==> config.mk <==
export PLATFORM = sky130hd
export DESIGN_NAME = signed_integer_divider
export DESIGN_NICKNAME = d
export VERILOG_FILES = /design/src/rtl/sid_pkg.sv /design/src/rtl/sid_cell.sv /design/src/rtl/signed_integer_divider.sv
export SDC_FILE = /design/constraint.sdc
export NUM_CORES = 1
export LEC_CHECK = 0
export CORE_ASPECT_RATIO = 1.4
export CORE_MARGIN = 5
export CORE_UTILIZATION = 60
export DETAILED_ROUTE_END_ITERATION = 16
export DONT_BUFFER_PORTS = 1
export GPL_TIMING_DRIVEN = 1
export PLACE_DENSITY = 0.81
export SETUP_SLACK_MARGIN = 0.3
export SLEW_MARGIN = 40
export SYNTH_ARGS = -nofsm -noshare
export SYNTH_HDL_FRONTEND = slang
export SYNTH_SLANG_ARGS = --single-unit
==> constraint.sdc <==
create_clock -name i_clk -period 14.9 [get_ports i_clk]
set_input_delay 2.235 -clock i_clk [delete_from_list [all_inputs] [get_ports i_clk]]
set_output_delay 2.235 -clock i_clk [all_outputs]
set_load 0.02 [all_outputs]
==> src/rtl/sid_pkg.sv <==
// Shared types for the signed integer divider.
// No dependencies; used by sid_cell and signed_integer_divider.
`default_nettype none

package sid_pkg;

    // Per-cycle control broadcast along the cell row.
    typedef struct packed {
        logic load;   // take fresh operand magnitudes
        logic step;   // one shift-and-subtract iteration
    } t_cell_ctl;

endpackage

`default_nettype wire

==> src/rtl/sid_cell.sv <==
// One bit slice of the restoring divider: remainder, dividend/quotient and divisor bits.
// Depends on sid_pkg (t_cell_ctl).
`default_nettype none

module sid_cell (
    input  wire                 i_clk,
    input  wire sid_pkg::t_cell_ctl i_ctl,
    input  wire                 i_num_load,  // dividend magnitude bit at load
    input  wire                 i_den_load,  // divisor magnitude bit at load
    input  wire                 i_rem_lo,    // shifted-in remainder bit from lower cell
    input  wire                 i_quo_lo,    // shifted-in dividend/quotient bit from lower cell
    input  wire                 i_borrow,    // trial subtract borrow from lower cell
    input  wire                 i_ge,        // trial subtract succeeded across the row
    output logic                o_rem,
    output logic                o_quo,
    output logic                o_borrow
);

    logic r_rem;
    logic r_quo;
    logic r_den;
    logic n_rem;
    logic n_quo;
    logic n_den;
    logic w_diff;

    // full subtractor on the shifted remainder bit
    assign w_diff   = i_rem_lo ^ r_den ^ i_borrow;
    assign o_borrow = (~i_rem_lo & r_den) | (~(i_rem_lo ^ r_den) & i_borrow);

    always_comb begin
        n_rem = r_rem;
        n_quo = r_quo;
        n_den = r_den;
        if (i_ctl.load) begin
            n_rem = 1'b0;
            n_quo = i_num_load;
            n_den = i_den_load;
        end else if (i_ctl.step) begin
            n_rem = i_ge ? w_diff : i_rem_lo;
            n_quo = i_quo_lo;
        end
    end

    always_ff @(posedge i_clk) begin
        r_rem <= n_rem;
        r_quo <= n_quo;
        r_den <= n_den;
    end

    assign o_rem = r_rem;
    assign o_quo = r_quo;

endmodule

`default_nettype wire

==> src/rtl/signed_integer_divider.sv <==
// Signed integer divider, quotient truncated toward zero, saturating special cases.
// Depends on sid_pkg and sid_cell (one cell per data bit).
//
// Usage:
//   Input channel: i_in_valid / o_in_stall carry one word of dividend and
//   divisor. Output channel: o_out_valid / i_out_stall carry the quotient and
//   the divide-by-zero and overflow flags. A word moves on a rising edge with
//   valid high and stall low.
//   One word is in flight at a time. After the input word is taken the cell
//   row runs DATA_WIDTH shift-and-subtract steps (one quotient bit per cycle,
//   set by the borrow ripple across the row), then the fix-up state applies the
//   sign and the saturating cases and registers the result word. A new word is
//   taken only after the result word has been taken.
//   o_in_stall is high from acceptance until the result word is taken.
//   While i_out_stall is high the result is held unchanged in its register.
//   Reset (i_rst_n low, synchronous) drops o_out_valid and returns to idle;
//   the cell row holds payload only and needs no reset.
`default_nettype none

module signed_integer_divider #(
    parameter int DATA_WIDTH = 32
) (
    input  wire                          i_clk,
    input  wire                          i_rst_n,
    input  wire                          i_in_valid,
    output logic                         o_in_stall,
    input  wire signed [DATA_WIDTH-1:0]  i_dividend,
    input  wire signed [DATA_WIDTH-1:0]  i_divisor,
    output logic                         o_out_valid,
    input  wire                          i_out_stall,
    output logic signed [DATA_WIDTH-1:0] o_quotient,
    output logic                         o_divide_by_zero,
    output logic                         o_overflowed
);

    localparam int CW = $clog2(DATA_WIDTH);

    localparam logic [1:0] S_IDLE = 2'd0;
    localparam logic [1:0] S_RUN  = 2'd1;
    localparam logic [1:0] S_FIX  = 2'd2;
    localparam logic [1:0] S_DONE = 2'd3;

    localparam logic [DATA_WIDTH-1:0] SIGN_VAL = {1'b1, {(DATA_WIDTH-1){1'b0}}};
    localparam logic [DATA_WIDTH-1:0] MAX_POS  = {1'b0, {(DATA_WIDTH-1){1'b1}}};
    localparam logic [CW-1:0]         LAST_CNT = CW'(DATA_WIDTH - 1);

    logic [1:0]            r_state, n_state;
    logic [CW-1:0]         r_count, n_count;
    logic                  r_neg_a, n_neg_a;
    logic                  r_neg_q, n_neg_q;
    logic                  r_dbz, n_dbz;
    logic                  r_ovf, n_ovf;
    logic                  r_out_valid, n_out_valid;
    logic [DATA_WIDTH-1:0] r_quotient, n_quotient;

    logic                  w_accept;
    logic                  w_neg_a, w_neg_b;
    logic [DATA_WIDTH-1:0] w_mag_a, w_mag_b;
    logic [DATA_WIDTH-1:0] w_rem, w_quo;
    logic [DATA_WIDTH:0]   w_borrow;
    logic                  w_ge;
    sid_pkg::t_cell_ctl    w_ctl;

    assign w_accept = i_in_valid && !o_in_stall;
    assign w_neg_a  = i_dividend[DATA_WIDTH-1];
    assign w_neg_b  = i_divisor[DATA_WIDTH-1];
    // magnitudes kept unsigned so the most negative value is representable
    assign w_mag_a  = w_neg_a ? (~i_dividend + 1'b1) : i_dividend;
    assign w_mag_b  = w_neg_b ? (~i_divisor + 1'b1) : i_divisor;

    assign w_ctl.load = w_accept;
    assign w_ctl.step = (r_state == S_RUN);

    // trial subtract succeeds when no borrow leaves the top cell
    assign w_borrow[0] = 1'b0;
    assign w_ge        = ~w_borrow[DATA_WIDTH];

    // cell row: remainder shifts up, dividend bits leave the top of the
    // quotient chain into cell 0's remainder, quotient bits enter at cell 0
    for (genvar g = 0; g < DATA_WIDTH; g++) begin : g_cell
        sid_cell u_cell (
            .i_clk      (i_clk),
            .i_ctl      (w_ctl),
            .i_num_load (w_mag_a[g]),
            .i_den_load (w_mag_b[g]),
            .i_rem_lo   ((g == 0) ? w_quo[DATA_WIDTH-1] : w_rem[(g == 0) ? 0 : g-1]),
            .i_quo_lo   ((g == 0) ? w_ge : w_quo[(g == 0) ? 0 : g-1]),
            .i_borrow   (w_borrow[g]),
            .i_ge       (w_ge),
            .o_rem      (w_rem[g]),
            .o_quo      (w_quo[g]),
            .o_borrow   (w_borrow[g+1])
        );
    end

    always_comb begin
        n_state     = r_state;
        n_count     = r_count;
        n_neg_a     = r_neg_a;
        n_neg_q     = r_neg_q;
        n_dbz       = r_dbz;
        n_ovf       = r_ovf;
        n_out_valid = r_out_valid;
        n_quotient  = r_quotient;
        unique case (r_state)
            S_IDLE: begin
                if (w_accept) begin
                    n_state = S_RUN;
                    n_count = LAST_CNT;
                    n_neg_a = w_neg_a;
                    n_neg_q = w_neg_a ^ w_neg_b;
                    n_dbz   = (i_divisor == '0);
                    n_ovf   = (i_dividend == SIGN_VAL) && (i_divisor == '1);
                end
            end
            S_RUN: begin
                n_count = r_count - 1'b1;
                if (r_count == '0) begin
                    n_state = S_FIX;
                end
            end
            S_FIX: begin
                // sign fix-up and saturating cases
                if (r_dbz) begin
                    n_quotient = r_neg_a ? SIGN_VAL : MAX_POS;
                end else if (r_ovf) begin
                    n_quotient = MAX_POS;
                end else begin
                    n_quotient = r_neg_q ? (~w_quo + 1'b1) : w_quo;
                end
                n_out_valid = 1'b1;
                n_state     = S_DONE;
            end
            S_DONE: begin
                if (!i_out_stall) begin
                    n_out_valid = 1'b0;
                    n_state     = S_IDLE;
                end
            end
            default: begin
                n_state = S_IDLE;
            end
        endcase
    end

    always_ff @(posedge i_clk) begin
        if (!i_rst_n) begin
            r_state     <= S_IDLE;
            r_count     <= '0;
            r_out_valid <= 1'b0;
        end else begin
            r_state     <= n_state;
            r_count     <= n_count;
            r_out_valid <= n_out_valid;
        end
    end

    always_ff @(posedge i_clk) begin
        r_neg_a    <= n_neg_a;
        r_neg_q    <= n_neg_q;
        r_dbz      <= n_dbz;
        r_ovf      <= n_ovf;
        r_quotient <= n_quotient;
    end

    assign o_in_stall       = (r_state != S_IDLE);
    assign o_out_valid      = r_out_valid;
    assign o_quotient       = r_quotient;
    assign o_divide_by_zero = r_dbz;
    assign o_overflowed     = r_ovf;

    // result word is only presented in the hand-over state
    a_valid_in_done: assert property (@(posedge i_clk) disable iff (!i_rst_n)
        r_out_valid |-> (r_state == S_DONE))
        else $error("result valid outside hand-over state");

    // the two special cases exclude each other
    a_flags_exclusive: assert property (@(posedge i_clk) disable iff (!i_rst_n)
        r_out_valid |-> !(r_dbz && r_ovf))
        else $error("divide-by-zero and overflow both set");

    // an accepted word starts a full-length iteration run
    a_start_run: assert property (@(posedge i_clk) disable iff (!i_rst_n)
        w_accept |=> (r_state == S_RUN) && (r_count == LAST_CNT))
        else $error("iteration run not started after accept");

    // last iteration leads straight to the fix-up cycle
    a_run_to_fix: assert property (@(posedge i_clk) disable iff (!i_rst_n)
        (r_state == S_RUN) && (r_count == '0) |=> (r_state == S_FIX))
        else $error("fix-up cycle missed after last iteration");

endmodule

`default_nettype wire

==> impl_metrics.tcl, run 1 <==
set metrics [dict create \
    cp-start-kind "register" \
    required_ns 15.26 \
    setup_tns_ns 0 \
    whs_ns 0.495 \
    hold_class "reg -> reg" \
    clock_latency_ns 0.42 \
    drive_above_1_share 0.0686 \
    dieWidth_um 109 \
    clockPowerShare 0.211 \
    dp_hpwl_um 12300 \
    cp_slowest_stage_delay_ns 0.42 \
    vias 5796 \
    wl_um 16600 \
    grt_overflow 0 \
    preCtsSetupSlack_ns 1.01 \
    yosysSeqAreaShare 0.460 \
    power_mw 1.88 \
    r2r-start "g_cell[31].u_cell.o_quo$_DFFE_PP_" \
    num_rows 50 \
    hold_violations 0 \
    cts_buffer_depth 2 \
    p_leak_nw 3.04 \
    fmax_mhz 73.0 \
    gp_congestion 0.949 \
    grt_max_degree 67 \
    dpl_cell_area_um2 8390 \
    dpl.cell_count 951 \
    rsz0062_at_grt "false" \
    power_switching_share 0.386 \
    synth_edf_count 100 \
    yosysWarnings 0 \
    post_drt_wl_per_cell_um 16.9 \
    grt_pass1_wl_um 27900 \
    yosys.area.top_type "edfxtp_1" \
    p_per_area_nw_per_um2 210 \
    period_share 0.919 \
    worst_path_most_repeated_cell "fa_1" \
    initial_utilization 0.612 \
    skew_ns 0.0163 \
    antenna_found_initial 0 \
    core_area_um2 13500 \
    drv_cap 0 \
    cts_tree "done" \
    syn_to_final_growth_pct 9.08 \
    p_int_mw 1.16 \
    critPathMaxFanout 15 \
    final_area_um2 8980 \
    regToRegEndpoint "g_cell[10].u_cell.o_rem$_SDFFE_PP0P_" \
    syn_area_per_cell_um2 10.2 \
    switchingPower_mw 0.726 \
    pwr-share-comb 0.378 \
    crit_path_top_delay_cell "fa_1" \
    ys.flop_type "edfxtp_1" \
    holdBufCountCts 0 \
    syn-num-nets 913 \
    postCtsSetupBuffers 0 \
    crit_arrival_ns 14.05 \
    nets 899 \
    slew_headroom 0.517 \
    grt_use_total 0.216 \
    criticalPathCategory "reg -> reg" \
    hold_path_depth 2 \
    cts_made_buffers 17 \
    vdd_ir_drop_max_mv 0.0885 \
    hold-path-endpoint "r_state[1]$_SDFFE_PN0P_" \
    hp-start "r_state[1]$_SDFFE_PN0P_" \
    path_clk_slew_ns 0.06 \
    finalSetupViolations 0 \
    die_h_um 149 \
    fillerInstances 999 \
    io_pins 104 \
    cts-resized-gates 0 \
    slew_violations 0 \
    layout_setup_ws_ns 1.21 \
    ant_nets 0 \
    synth_area_leaders "edfxtp_1 36%, dfxtp_1 9.5%, fa_1 7.3%, xor2_1 6.0%, mux2i_1 4.1%" \
    yosys-top-cells-count "100 x edfxtp_1, 73 x nor2_1, 66 x a21oi_1" \
    rr_worst_depth 40 \
    route.detailed.drc 0 \
    status "finished, final reports clean" \
    worst_pin_slew_ns 0.719 \
    htree_num_levels 4 \
    drtPass1Iterations 5 \
    dieArea_um2 16200 \
    viasPerCell 5.89 \
    ys_ff_latch 139 \
    post-synth-top-area-fraction 0.365 \
    fin_util 0.667 \
    syn_inst 803 \
    syn-cell-area_um2 8230 \
    drt_iter0_markers 283 \
    layout.cells.non_filler 984 \
    async_flop_share 0 \
    layout_min_cycle_time_ns 13.69 \
    n_antenna_cell 0 \
    grt_pass1_vias 6060 \
    cts-root-buf "clkbuf_16" \
    synth_cell_types 50 \
    seq_power_share 0.411 \
    r2r_slack_ns 1.21 \
    clock-sinks 139 \
    synthMostInstantiatedCell "edfxtp_1" \
    critPathCaptureType "register" \
    portBuffers 0 \
]
==> how the worst max path moves through the flow <==
stage | start | end | slack, ns | cells past startpoint
6_report | g_cell[31].u_cell.o_quo$_DFFE_PP_ | g_cell[10].u_cell.o_rem$_SDFFE_PP0P_ | 1.21 | 40
5_1_grt | g_cell[31].u_cell.o_quo$_DFFE_PP_ | g_cell[11].u_cell.o_rem$_SDFFE_PP0P_ | 0.75 | 40
4_1_cts | g_cell[31].u_cell.o_quo$_DFFE_PP_ | g_cell[5].u_cell.o_rem$_SDFFE_PP0P_ | 0.84 | 40
3_5_place_dp | g_cell[31].u_cell.o_quo$_DFFE_PP_ | g_cell[8].u_cell.o_rem$_SDFFE_PP0P_ | 1.01 | 40
3_3_place_gp | g_cell[31].u_cell.o_quo$_DFFE_PP_ | g_cell[1].u_cell.o_rem$_SDFFE_PP0P_ | 1.29 | 38
2_1_floorplan | g_cell[31].u_cell.o_quo$_DFFE_PP_ | g_cell[10].u_cell.o_rem$_SDFFE_PP0P_ | 1.98 | 39
==> worst max-delay path: cells and delay by family, from the launching register on <==
family | cells | cell delay [ns]
and+or+nand+nor | 2 | 0.16
buffers and inverters | 4 | 0.46
muxes | 1 | 0.10
AOI/OAI and AO/OA | 2 | 0.58
DFF | 1 | 0.39
adders and majority gates | 31 | 11.95
==> sequential cells by signal, summed over array words and instances, names as in the netlist <==
register,cells
g_cell.u_cell.o_quo,32
g_cell.u_cell.r_den,32
o_quotient,32
g_cell.u_cell.o_rem,31
r_count,5
r_state,2
o_divide_by_zero,1
o_out_valid,1
o_overflowed,1
r_neg_a,1
r_neg_q,1
==> power groups by stage <==
stage               sequential (mW)  combinational [mW]  clock (mW)
finish                        0.773               0.711       0.397
global route                  0.793               0.818       0.421
CTS                           0.771               0.701       0.403
detailed placement            0.776               0.687           0
global placement              0.769               0.635           0
floorplan                     0.740               0.556           0
==> area by class of cell <==
type	instances	area, µm²	area share
multi-input cells	574	4130	0.461
flip-flops and latches	139	3780	0.422
clock buffers	19	433	0.0482
well taps	182	228	0.0254
inverters	49	184	0.0205
clock inverters	13	126	0.0141
repair buffers	8	87.6	0.00976
==> logic make-up (layout without fill, tap and decap cells) <==
kind of cell	count (synthesis)	count (layout)	share of synthesized area
fa+ha+maj	42	42	0.0912
xor+xnor	88	88	0.0937
mux	34	34	0.0414
compound gates	192	192	0.142
flops	139	139	0.460
buf+inv	90	89	0.0421
simple gates	218	218	0.130
==> layout by cell type, fill, tap and decap left out, types with 5 or more instances in the layout <==
| cell | count |
|---|---|
| a21oi_1 | 65 |
| clkbuf_16 | 17 |
| inv_1 | 48 |
| o41ai_1 | 16 |
| nand2_1 | 57 |
| xor2_1 | 56 |
| mux2i_1 | 34 |
| edfxtp_1 | 100 |
| nand4_1 | 12 |
| dfxtp_1 | 39 |
| nor4_1 | 13 |
| xnor2_1 | 32 |
| nand2b_1 | 5 |
| nor2_1 | 72 |
| buf_4 | 6 |
| nor3_1 | 6 |
| fa_1 | 30 |
| or3_1 | 9 |
| o31ai_1 | 31 |
| o21ai_0 | 64 |
| ha_1 | 11 |
| nand3_1 | 13 |
| or4_1 | 6 |
==> metal layers <==
metal / vias to the layer above / global-route usage / part of all wire
met1: 2735 / 0.242 / 0.38
li1: 2855 / - / -
met3: 32 / 0.0569 / 0.065
met2: 174 / 0.388 / 0.53
met4: 0 / 0.0771 / 0.021
met5: - / 0 / 0
Power figures use the tool's default switching activity.
==> run 2, diff against run 1 <==
- ABC_AREA: not set -> 1
- RECOVER_POWER: not set -> 100
==> impl_metrics.tcl, run 2 <==
set metrics [dict create \
    cts-resized-gates 0 \
    gr-max-usage-layer "met2" \
    synthMostInstantiatedCell "nand2_1" \
    n_antenna_cell 0 \
    layout_setup_ws_ns 0.927 \
    yosysSeqAreaShare 0.417 \
    p_int_mw 1.07 \
    core_area_um2 14900 \
    dp_hpwl_um 16900 \
    slew_violations 218 \
    slew_headroom -1.21 \
    cp-start-kind "register" \
    power_switching_share 0.393 \
    async_flop_share 0 \
    ys.flop_type "edfxtp_1" \
    synth_area_leaders "edfxtp_1 33%, nand2_1 12%, dfxtp_1 8.6%, fa_1 6.6%, nand3_1 6.1%" \
    route.detailed.drc 0 \
    ant_nets 0 \
    yosys-top-cells-count "278 x nand2_1, 130 x inv_1, 111 x nand3_1" \
    seq_power_share 0.419 \
    critPathMaxFanout 41 \
    grt_overflow 0 \
    cts-root-buf "clkbuf_16" \
    clockPowerShare 0.238 \
    dieWidth_um 114 \
    wl_um 22000 \
    syn_to_final_growth_pct 7.11 \
    synth_cell_types 38 \
    dieArea_um2 17700 \
    critPathCaptureType "register" \
    grt_max_degree 70 \
    num_rows 53 \
    crit_path_top_delay_cell "buf_4" \
    drt_iter0_markers 481 \
    rr_worst_depth 41 \
    hp-start "r_count[0]$_SDFFE_PN0P_" \
    drive_above_1_share 0.0414 \
    syn_inst 1139 \
    dpl_cell_area_um2 9180 \
    post_drt_wl_per_cell_um 16.6 \
    vdd_ir_drop_max_mv 0.0799 \
    yosys.area.top_type "edfxtp_1" \
    finalSetupViolations 0 \
    period_share 0.938 \
    r2r-start "g_cell[31].u_cell.o_quo$_DFFE_PP_" \
    drv_cap 5 \
    p_leak_nw 3.89 \
    use_met3 0.0533 \
    vias 7696 \
    syn-cell-area_um2 9060 \
    final_cell_mix "280 x nand2_1, 132 x inv_1, 113 x nand3_1" \
    met1_usage 0.284 \
    gp_congestion 0.967 \
    p_per_area_nw_per_um2 182 \
    final_area_um2 9710 \
    preCtsSetupSlack_ns 1.14 \
    postCtsSetupBuffers 0 \
    antenna_found_initial 0 \
    cp_slowest_stage_delay_ns 0.45 \
    holdBufCountCts 0 \
    clock-sinks 139 \
    die_h_um 155 \
    hold_path_depth 2 \
    drtPass1Iterations 8 \
    worst_path_most_repeated_cell "fa_1" \
    cts_buffer_depth 2 \
    switchingPower_mw 0.694 \
    grt_pass1_vias 7612 \
    syn_area_per_cell_um2 7.96 \
    grt_use_total 0.258 \
    syn-num-nets 1249 \
    synth_edf_count 100 \
    post-synth-top-area-fraction 0.331 \
    ys_ff_latch 139 \
    skew_ns 0.0133 \
    regToRegEndpoint "g_cell[19].u_cell.o_rem$_SDFFE_PP0P_" \
    portBuffers 0 \
    worst_pin_slew_ns 3.32 \
    required_ns 15.02 \
    htree_num_levels 4 \
    cts_tree "done" \
    final_common_cell "nand2_1" \
    rsz0062_at_grt "false" \
    hold-path-endpoint "r_count[0]$_SDFFE_PN0P_" \
    grt_pass1_wl_um 36500 \
    r2r_slack_ns 0.93 \
    fmax_mhz 71.6 \
    viasPerCell 5.80 \
    yosysWarnings 0 \
    grtUsageMet2 0.459 \
    criticalPathCategory "reg -> reg" \
    crit_arrival_ns 14.09 \
    pwr-share-comb 0.343 \
    hold_class "reg -> reg" \
    clock_latency_ns 0.42 \
    nets 1231 \
    setup_tns_ns 0 \
    status "complete, but fails checks" \
    path_clk_slew_ns 0.05 \
    initial_utilization 0.608 \
    cts_made_buffers 17 \
    violations "max-capacitance violations, max-slew violations" \
    io_pins 104 \
    hold_violations 0 \
    layout_min_cycle_time_ns 13.97 \
]
[run 2: cell type report]
| class | count | area (µm²) |
|---|---|---|
| clock buffer | 28 | 549 |
| clock inverter | 4 | 50.0 |
| fill | 1284 | 5210 |
| inverter | 136 | 510 |
| multi-input combinational | 820 | 4540 |
| sequential | 139 | 3780 |
| tap | 192 | 240 |
| timing repair buffer | 7 | 37.5 |
[run 2: worst max path at each step]
stage | startpoint | endpoint | slack (ns) | depth (start not counted)
final | g_cell[31].u_cell.o_quo$_DFFE_PP_ | g_cell[19].u_cell.o_rem$_SDFFE_PP0P_ | 0.93 | 41
after CTS | g_cell[31].u_cell.o_quo$_DFFE_PP_ | g_cell[19].u_cell.o_rem$_SDFFE_PP0P_ | 1.07 | 41
after floorplan | g_cell[31].u_cell.o_quo$_DFFE_PP_ | g_cell[10].u_cell.o_rem$_SDFFE_PP0P_ | 2.12 | 41
after global placement | g_cell[31].u_cell.o_quo$_DFFE_PP_ | g_cell[7].u_cell.o_rem$_SDFFE_PP0P_ | 1.43 | 41
after global routing | g_cell[31].u_cell.o_quo$_DFFE_PP_ | g_cell[19].u_cell.o_rem$_SDFFE_PP0P_ | 0.34 | 41
after detailed placement | g_cell[31].u_cell.o_quo$_DFFE_PP_ | g_cell[9].u_cell.o_rem$_SDFFE_PP0P_ | 1.14 | 41
[run 2: stage by stage]
step	hold slack [ns]	instances	utilization	power, mW
after floorplan	0.451	1139	-	1.19
after global placement	0.466	1294	0.615	1.32
after detailed placement	0.471	1294	0.615	1.34
after CTS	0.481	1326	0.656	1.77
after global routing	0.505	1326	0.651	1.91
final	0.474	1326	0.651	1.77
[run 2: critical path, delay by kind of cell, from the launching register on]
| kind | cells | cell delay [ns] |
|---|---|---|
| compound gates | 2 | 0.24 |
| fa+ha+maj | 31 | 11.79 |
| flops | 1 | 0.38 |
| buf+inv | 5 | 0.71 |
| simple gates | 3 | 0.53 |
[run 2: cell families after synthesis]
family          share of synthesized area
flops                               0.417
simple gates                        0.273
fa+ha+maj                          0.0828
buf+inv                            0.0766
xor+xnor                           0.0415
compound gates                      0.108
[run 2: power by group through the flow]
stage / logic [mW] / clock network, mW / registers, mW
after CTS: 0.609 / 0.426 / 0.735
after floorplan: 0.482 / 0 / 0.711
after global routing: 0.702 / 0.446 / 0.758
after detailed placement: 0.603 / 0 / 0.742
final: 0.606 / 0.421 / 0.741
after global placement: 0.586 / 0 / 0.738
[run 2: routing by layer]
metal  vias to the layer above  part of all wire
li1                       3794                 -
met1                      3524              0.37
met2                       295              0.52
met3                        83             0.061
met4                         0             0.053
met5                         -                 0
